[config.mk]
export PLATFORM = sky130hd
export DESIGN_NAME = hostname_port_validator_top
export DESIGN_NICKNAME = d
export VERILOG_FILES = /design/src/hdl/hpv_pkg.sv /design/src/hdl/hpv_in_stage.sv /design/src/hdl/hpv_check.sv /design/src/hdl/hostname_port_validator_top.sv
export SDC_FILE = /design/constraint.sdc
export NUM_CORES = 1
export LEC_CHECK = 0
export ABC_AREA = 1
export ABC_CLOCK_PERIOD_IN_PS = 3800
export CORE_ASPECT_RATIO = 1.4
export CORE_UTILIZATION = 40
export CTS_BUF_LIST = sky130_fd_sc_hd__clkbuf_8
export CTS_CLUSTER_SIZE = 20
export DETAILED_ROUTE_END_ITERATION = 12
export DONT_BUFFER_PORTS = 1
export SYNTH_ARGS = -nofsm -noshare
export SYNTH_HDL_FRONTEND = slang
export SYNTH_SLANG_ARGS = --single-unit
[constraint.sdc]
create_clock -name clk -period 3.8 [get_ports clk]
set_input_delay 1.14 -clock clk [delete_from_list [all_inputs] [get_ports clk]]
set_output_delay 1.14 -clock clk [all_outputs]
set_load 0.1 [all_outputs]
[src/hdl/hpv_pkg.sv]
// Package for the host[:port] string checker.
// Holds beat types, character constants, register indexes and class functions.
// No dependencies.
package hpv_pkg;

  localparam int unsigned CHAR_W  = 8;
  localparam int unsigned COUNT_W = 8;
  localparam int unsigned PORT_W  = 17;
  localparam int unsigned PROD_W  = 20;

  localparam logic [PORT_W-1:0]  PORT_LIMIT   = 17'd65536;
  localparam logic [COUNT_W-1:0] HOST_LEN_RST = 8'd253;
  localparam logic [COUNT_W-1:0] LABEL_LEN_RST = 8'd63;

  localparam logic [CHAR_W-1:0] CHR_DASH  = 8'h2D;
  localparam logic [CHAR_W-1:0] CHR_DOT   = 8'h2E;
  localparam logic [CHAR_W-1:0] CHR_COLON = 8'h3A;
  localparam logic [CHAR_W-1:0] CHR_ZERO  = 8'h30;
  localparam logic [CHAR_W-1:0] CHR_NINE  = 8'h39;

  typedef enum logic {
    REG_MAX_HOST  = 1'b0,
    REG_MAX_LABEL = 1'b1
  } cfg_reg_t;

  typedef struct packed {
    logic [CHAR_W-1:0] character;
    logic              final_byte;
  } hpv_beat_t;

  function automatic logic is_digit(input logic [CHAR_W-1:0] c);
    return (c >= CHR_ZERO) && (c <= CHR_NINE);
  endfunction

  function automatic logic is_alnum(input logic [CHAR_W-1:0] c);
    return is_digit(c) || ((c >= 8'h61) && (c <= 8'h7A)) || ((c >= 8'h41) && (c <= 8'h5A));
  endfunction

endpackage

[src/hdl/hpv_in_stage.sv]
// Input register stage: captures one byte beat and holds it until the checker advances.
// Depends on hpv_pkg.
module hpv_in_stage
  import hpv_pkg::*;
(
  input  logic      clk,
  input  logic      rst_n,
  input  logic      in_valid,
  output logic      in_ready,
  input  hpv_beat_t in_beat,
  output logic      beat_valid,
  output hpv_beat_t beat,
  input  logic      advance
);

  logic      valid_r;
  logic      valid_nxt;
  hpv_beat_t beat_r;

  assign in_ready  = !valid_r || advance;
  assign valid_nxt = in_ready ? in_valid : valid_r;

  always_ff @(posedge clk) begin
    if (!rst_n) begin
      valid_r <= 1'b0;
    end else begin
      valid_r <= valid_nxt;
    end
  end

  always_ff @(posedge clk) begin
    if (in_valid && in_ready) begin
      beat_r <= in_beat;
    end
  end

  assign beat_valid = valid_r;
  assign beat       = beat_r;

endmodule

[src/hdl/hpv_check.sv]
// String state update and result register for the host[:port] checker.
// Depends on hpv_pkg; fed by hpv_in_stage.
module hpv_check
  import hpv_pkg::*;
(
  input  logic               clk,
  input  logic               rst_n,
  input  logic               beat_valid,
  input  hpv_beat_t          beat,
  output logic               advance,
  input  logic [COUNT_W-1:0] max_host_len,
  input  logic [COUNT_W-1:0] max_label_len,
  output logic               res_valid,
  output logic               res_ok,
  input  logic               res_ready
);

  logic               at_start_r, at_start_nxt;
  logic               in_port_r, in_port_nxt;
  logic [COUNT_W-1:0] host_cnt_r, host_cnt_nxt;
  logic [COUNT_W-1:0] label_cnt_r, label_cnt_nxt;
  logic               prev_alnum_r, prev_alnum_nxt;
  logic [PORT_W-1:0]  port_r, port_nxt;
  logic               port_seen_r, port_seen_nxt;
  logic               failed_r, failed_nxt;
  logic               res_valid_r, res_valid_nxt;
  logic               res_ok_r, res_ok_nxt;
  logic               alnum;
  logic               digit;
  logic [PROD_W-1:0]  port_prod;
  logic               ok;

  assign advance   = !res_valid_r || res_ready;
  assign alnum     = is_alnum(beat.character);
  assign digit     = is_digit(beat.character);
  assign port_prod = ({3'b000, port_r} << 3) + ({3'b000, port_r} << 1)
                   + {{(PROD_W-CHAR_W){1'b0}}, beat.character - CHR_ZERO};

  always_comb begin
    at_start_nxt   = at_start_r;
    in_port_nxt    = in_port_r;
    host_cnt_nxt   = host_cnt_r;
    label_cnt_nxt  = label_cnt_r;
    prev_alnum_nxt = prev_alnum_r;
    port_nxt       = port_r;
    port_seen_nxt  = port_seen_r;
    failed_nxt     = failed_r;
    res_valid_nxt  = res_valid_r;
    res_ok_nxt     = res_ok_r;
    ok             = 1'b0;

    if (advance) begin
      res_valid_nxt = 1'b0;
    end

    if (beat_valid && advance) begin
      if (at_start_r) begin
        at_start_nxt = 1'b0;
        if (!alnum) begin
          failed_nxt = 1'b1;
        end
      end

      if (in_port_r) begin
        if (digit) begin
          port_nxt      = (port_prod > {3'b000, PORT_LIMIT}) ? PORT_LIMIT
                                                             : port_prod[PORT_W-1:0];
          port_seen_nxt = 1'b1;
        end else begin
          failed_nxt = 1'b1;
        end
      end else if (beat.character == CHR_COLON) begin
        in_port_nxt = 1'b1;
        if (!prev_alnum_r) begin
          failed_nxt = 1'b1;
        end
      end else begin
        if (host_cnt_r >= max_host_len) begin
          failed_nxt = 1'b1;
        end else begin
          host_cnt_nxt = host_cnt_r + 1'b1;
        end
        if (beat.character == CHR_DOT) begin
          label_cnt_nxt = '0;
        end else begin
          if (label_cnt_r >= max_label_len) begin
            failed_nxt = 1'b1;
          end else begin
            label_cnt_nxt = label_cnt_r + 1'b1;
          end
          if (!alnum && (beat.character != CHR_DASH)) begin
            failed_nxt = 1'b1;
          end
        end
        prev_alnum_nxt = alnum;
      end

      if (beat.final_byte) begin
        if (in_port_nxt) begin
          ok = !failed_nxt && port_seen_nxt && (port_nxt != '0) && (port_nxt < PORT_LIMIT);
        end else begin
          ok = !failed_nxt && prev_alnum_nxt;
        end
        res_valid_nxt  = 1'b1;
        res_ok_nxt     = ok;
        at_start_nxt   = 1'b1;
        in_port_nxt    = 1'b0;
        host_cnt_nxt   = '0;
        label_cnt_nxt  = '0;
        prev_alnum_nxt = 1'b0;
        port_nxt       = '0;
        port_seen_nxt  = 1'b0;
        failed_nxt     = 1'b0;
      end
    end
  end

  always_ff @(posedge clk) begin
    if (!rst_n) begin
      at_start_r   <= 1'b1;
      in_port_r    <= 1'b0;
      host_cnt_r   <= '0;
      label_cnt_r  <= '0;
      prev_alnum_r <= 1'b0;
      port_r       <= '0;
      port_seen_r  <= 1'b0;
      failed_r     <= 1'b0;
      res_valid_r  <= 1'b0;
    end else begin
      at_start_r   <= at_start_nxt;
      in_port_r    <= in_port_nxt;
      host_cnt_r   <= host_cnt_nxt;
      label_cnt_r  <= label_cnt_nxt;
      prev_alnum_r <= prev_alnum_nxt;
      port_r       <= port_nxt;
      port_seen_r  <= port_seen_nxt;
      failed_r     <= failed_nxt;
      res_valid_r  <= res_valid_nxt;
    end
  end

  always_ff @(posedge clk) begin
    res_ok_r <= res_ok_nxt;
  end

  assign res_valid = res_valid_r;
  assign res_ok    = res_ok_r;

endmodule

[src/hdl/hostname_port_validator_top.sv]
// Channel   Dir  Beat contents                     End of string
// in_       in   tdata[7:0] character              tlast = final byte
// out_      out  tdata[0] valid_res, [7:1] zero    one beat per string
// cfg_      in   index 0 max host len, 1 max label len (8 bits)
//
// One byte per cycle sustained while results are taken; each beat passes the
// input register and then the state update into the result register, so a
// result is valid once its final byte has passed both. Reset restores 253/63
// and clears string state. A held result stalls the input only once the
// input register is also full.
// Top level of the host[:port] checker; depends on hpv_pkg, hpv_in_stage, hpv_check.
module hostname_port_validator_top
  import hpv_pkg::*;
(
  input  logic               clk,
  input  logic               rst_n,
  input  logic               in_tvalid,
  output logic               in_tready,
  input  logic [CHAR_W-1:0]  in_tdata,   // [7:0] character
  input  logic               in_tlast,
  output logic               out_tvalid,
  input  logic               out_tready,
  output logic [7:0]         out_tdata,  // [0] valid_res, [7:1] zero
  input  logic               cfg_wr_en,
  input  cfg_reg_t           cfg_index,
  input  logic [COUNT_W-1:0] cfg_wdata
);

  logic [COUNT_W-1:0] max_host_r;
  logic [COUNT_W-1:0] max_label_r;
  hpv_beat_t          in_beat;
  hpv_beat_t          beat;
  logic               beat_valid;
  logic               advance;
  logic               res_ok;

  always_ff @(posedge clk) begin
    if (!rst_n) begin
      max_host_r  <= HOST_LEN_RST;
      max_label_r <= LABEL_LEN_RST;
    end else if (cfg_wr_en) begin
      unique case (cfg_index)
        REG_MAX_HOST:  max_host_r  <= cfg_wdata;
        REG_MAX_LABEL: max_label_r <= cfg_wdata;
        default:       max_host_r  <= max_host_r;
      endcase
    end
  end

  assign in_beat.character  = in_tdata;
  assign in_beat.final_byte = in_tlast;

  hpv_in_stage u_in_stage (
    .clk        (clk),
    .rst_n      (rst_n),
    .in_valid   (in_tvalid),
    .in_ready   (in_tready),
    .in_beat    (in_beat),
    .beat_valid (beat_valid),
    .beat       (beat),
    .advance    (advance)
  );

  hpv_check u_check (
    .clk           (clk),
    .rst_n         (rst_n),
    .beat_valid    (beat_valid),
    .beat          (beat),
    .advance       (advance),
    .max_host_len  (max_host_r),
    .max_label_len (max_label_r),
    .res_valid     (out_tvalid),
    .res_ok        (res_ok),
    .res_ready     (out_tready)
  );

  assign out_tdata = {7'b0000000, res_ok};

endmodule

**Word-level counts from Yosys, hierarchy flattened**

Cells that the tools add are included.

- Flip-flop bits (word level): 66
- Bits of input ports: 23
- Output and inout bits: 10

- Add/sub/neg operators: 5
- Magnitude comparators: 10
- Equal/unequal tests: 7
- Multiplexer cells: 43
- Bitwise gates (word level): 1
- Reductions and logical operators: 24

Operators by type and width:

| kind | count |
|---|---|
| $mux 17 | 5 |
| $mux 8 | 9 |
| $mux 1 | 29 |
| $add 20x18->20 | 1 |
| $add 20x8->20 | 1 |
| $gt 20x17->1 const B | 1 |
| $lt 17x17->1 const B | 1 |
| $reduce_bool 17->1 | 1 |
| $add 8x1->8 const B | 2 |
| $eq 8x6->1 const B | 2 |
| $ge 8x7->1 const B | 2 |
| $ge 8x8->1 | 2 |
| $le 8x7->1 const B | 2 |
| $logic_and 1x1->1 | 10 |
| $ge 8x6->1 const B | 1 |
| $le 8x6->1 const B | 1 |
| $ne 8x6->1 const B | 1 |
| $reduce_and 4->1 | 2 |
| $sub 8x6->8 const B | 1 |
| $ne 2x2->1 const B | 3 |
| $reduce_and 2->1 | 3 |
| $logic_not 1->1 | 4 |
| $logic_or 1x1->1 | 4 |
| $ne 3x2->1 const B | 1 |
| $not 1->1 | 1 |

**Longest topological paths before layout**

- Word-level depth: 18
- Gate-level depth with buffers: 27
- Depth with buffers taken out: 26

**Modules after synthesis**

From an unflattened synthesis, not the netlist that was laid out.

- Cell total of the unflattened synthesis: 777
- Area, all modules: 5217.5 um2

Modules (own cells, without submodules):

| module | times used | cells an instance | area each (um2) |
|---|---|---|---|
| hpv_check | 1 | 680 | 4255.3 |
| hostname_port_validator_top | 1 | 81 | 640.6 |
| hpv_in_stage | 1 | 16 | 321.6 |

**Worst setup path before layout**

No wires, ideal clock.

- Kind: register -> register
- Start point: register u_in_stage.beat_r (netlist bit u_in_stage.beat[5])
- End point: register u_check.res_ok_r, in the netlist u_check.res_ok, data pin
- Library setup time: 0.253 ns
- Data arrival time: 3.085 ns
- Data required time: 3.547 ns
- Slack: 0.463 ns
- Cell stages (with the launch flop): 23
- Buffers on the path: 1
- Cells stage by stage: edfxtp_1 > inv_1 > ha_1 > inv_1 > fa_1 > inv_1 > ha_1 > or2_1 > nand4_1 > nand3_2 > nand2_2 > nand2_4 > xor2_4 > nand2_4 > buf_6 > nand3_2 > nand2_2 > nor2_1 > nand2_1 > nor2_1 > nand2_1 > nand2_1 > nand2_1

- Cells in the longest elaborated chain, start to end: 18

RTL lines:

| element | line | source |
|---|---|---|
| start, declared | hpv_in_stage.sv:18 | `hpv_beat_t beat_r;` |
| start signal, assigned | hpv_in_stage.sv:33 | `beat_r <= in_beat;` |
| branches (longest 17 deep; another with $add 20x8->20) | -- |  |
| $mux 1 * | hpv_check.sv:99 | `if (in_port_nxt) begin` |
| end signal, assigned | hpv_check.sv:143 | `res_ok_r <= res_ok_nxt;` |
| end, declared | hpv_check.sv:27 | `logic res_ok_r, res_ok_nxt;` |

Mark *: on every way between the ends. The select of a mux whose other input is x is not followed.
A chain may end at the register's enable or synchronous reset.

**Worst setup path in the final report**

- Start point: register u_in_stage.beat_r (netlist bit u_in_stage.beat[6])
- End point: register u_check.res_ok_r, in the netlist u_check.res_ok, data pin

The elaborated chain is that of the path after synthesis.

==> impl_metrics.ini <==
[logic_synthesis]
synthesis.area_um2 = 5200
async_reset_ff_share_pct = 0
synth-main-ff-cell = dfxtp_1
ys_warn_count = 0
synth_edf_count = 10
synthCells = 773
synth_cell_types = 46
synth-seq-cells = 66
avgSynthCellArea_um2 = 6.73
yosysSeqAreaShare_pct = 27.3

[clocking]
clk_pin_slew_ns = 0.07
clk_latency_ns = 0.34
htreeDepth = 3
cts_tree = done
hold_buffers = 0
cts-root-buf = clkbuf_8
clock-sinks = 66
clk_path_buf_depth = 2
cts_made_buffers = 9

[routing]
via_count = 4847
viasPerCell = 5.20
dr.pass1.iters = 8
post_drt_wl_per_cell_um = 13.8
drc = 0
postRouteAntennaNets = 0
drtIter0Drc = 177
wl_um = 12900

[final_layout]
instances_no_fill = 932
final_layout_size_suffix_gt1_share_pct = 12.0
n_antenna_cell = 0
synthToLayoutAreaGrowth_pct = 9.81
multi_input_area_um2 = 3340
layout_commonest_cell = nand2_1
layout_common_cells = nand2_1, inv_1, a21oi_1
finish.utilization_pct = 45.7
nNetsFinal = 858
nFillCells = 1282
register_area_um2 = 1420
final_area_um2 = 5710

[die]
ios = 33
die_h_um = 137
fp.dieW_um = 98.4
start_util_pct = 41.7
std_cell_rows = 48
dieArea_um2 = 13500
coreArea_um2 = 12500

[global_routing]
grt_use_total_pct = 19.9
antenna_found_initial = 0
grt_pass1_vias = 4810
grt_pass1_wl_um = 21300
grt_max_degree = 33
grt_overflow = 0

[timing]
tightest_slew_ns = 1.03
fin_skew_ns = 0.00974
finalCritPeriodShare_pct = 96.1
hold_viol_final = 0
setup_viol = 0
whs_ns = 0.467
max_slew_margin_pct = 30.6
fmax_mhz = 274
setup_ws_ns = 0.147
period_needed_ns = 3.65
maxSlewViolCount = 0

[critical_path]
cp.required_ns = 3.90
end_kind = flop
crit_type = flop to flop
critical_path_arrival_ns = 3.75
worstSetupStartpointType = flop
critPathMaxFanout = 8

[hold_path]
hold_path.class = flop to flop

[status]
status = finished, final reports clean

[placement]
dpl.hpwl_um = 10000
dpl.cell_count = 909
placed_cell_area_um2 = 5300
place_congestion = 0.886
pre_cts_slack_ns = 0.101
port-buffer-count = 0

[power_and_ir_drop]
p_leak_nw = 2.80
powerDensity_nw_per_um2 = 272
worst_ir_drop_vdd_mv = 0.254

[run]
maxCapViolations = 0
## kinds of logic after synthesis
kind of cell             count (synthesis)  synth area share (%)
AO/OA/AOI/OAI                          112                  12.1
XOR/XNOR                                 2                 0.697
adder cells (fa/ha/maj)                 57                  14.6
buffers and inverters                  150                  12.0
flip-flops                              66                  27.3
other                                    1                0.0721
AND/OR/NAND/NOR                        385                  33.3
## metal layers
| layer | vias up | global-route usage, % | wire length [um] |
|---|---|---|---|
| met5 | - | 0 | 0 |
| met4 | 0 | 9.12 | 378 |
| met3 | 30 | 3.01 | 301 |
| met2 | 86 | 39.4 | 6910 |
| met1 | 2237 | 20.3 | 5280 |
| li1 | 2494 | - | - |
## layout make-up
cell class | count | share of cell area, %
multi-input combinational | 564 | 58.5
tap | 150 | 3.28
sequential | 66 | 24.9
clock inverter | 3 | 0.679
clock buffer | 12 | 2.89
timing repair buffer | 12 | 1.58
inverter | 125 | 8.21
## synthesized netlist by cell type (all sizes together), types with 2 or more instances
cell type | count | area, um2
a211oi | 2 | 15.0
a21oi | 62 | 310
a31oi | 2 | 12.5
and3 | 2 | 12.5
buf | 13 | 109
clkbuf | 12 | 45.0
dfxtp | 56 | 1120
edfxtp | 10 | 300
fa | 6 | 120
ha | 51 | 638
inv | 124 | 465
nand2 | 228 | 883
nand3 | 52 | 315
nand3b | 3 | 26.3
nand4 | 12 | 75.1
nor2 | 64 | 269
nor3 | 16 | 95.1
nor3b | 5 | 37.5
o2111ai | 2 | 17.5
o211ai | 11 | 82.6
o21ai | 26 | 134
o21bai | 3 | 22.5
xor2 | 2 | 36.3
## state kept, by name (all words and copies together) (netlist names), 8 cells and up
signal and cells:
u_check.host_cnt_r 8, u_check.label_cnt_r 8, u_check.port_r 17, max_host_r 8, u_in_stage.beat 9, max_label_r 8
## stage by stage
stage          TNS [ns]  power [W]
2_1_floorplan         0   0.000916
3_3_place_gp          0   0.000941
3_5_place_dp          0   0.000944
4_1_cts               0    0.00155
5_1_grt         -0.0648    0.00163
6_report              0    0.00156
## worst max-delay path, stage by stage (launching register included)
cell and delay [ns]:
edfxtp_1 0.50, ha_4 0.20, inv_2 0.05, nand2_1 0.07, nand2_2 0.06, fa_1 0.47
inv_1 0.06, ha_4 0.30, nand2_2 0.07, nor2_2 0.12, nand4_1 0.18, nand3_2 0.14
nand2_2 0.07, nand2_4 0.07, xor2_4 0.29, nand2_4 0.16, nand3_1 0.11, nand2_1 0.08
nor2_1 0.10, nand2_1 0.05, nor2_1 0.09, nand2_1 0.06, nand2_1 0.05, nand2_1 0.04
## final timing paths
| path | to | startpoint | slack (ns) | depth (start not counted) |
|---|---|---|---|---|
| worst max-delay path | u_check.res_ok | u_in_stage.beat[6] | 0.15 | 23 |
| worst min-delay path | u_check.failed_r | u_check.failed_r | 0.47 | 2 |
| worst max register to register | u_check.res_ok | u_in_stage.beat[6] | 0.15 | 23 |
| worst min register to register | u_check.failed_r | u_check.failed_r | 0.47 | 2 |
## power by group
group	switching (W)	leakage, nW	internal [W]	total [W]
Combinational	0.000138	2.13	0.0000582	0.000196
Clock	0.000256	0.110	0.000350	0.000605
Sequential	0.0000196	0.555	0.000734	0.000754
## what timing repair did
action | CTS | global route
gates resized for setup | 0 | 35
setup endpoints to repair | 0 | 4
hold endpoints to repair | 0 | 0
setup buffers | 0 | 7
Power figures use the tool's default switching activity.
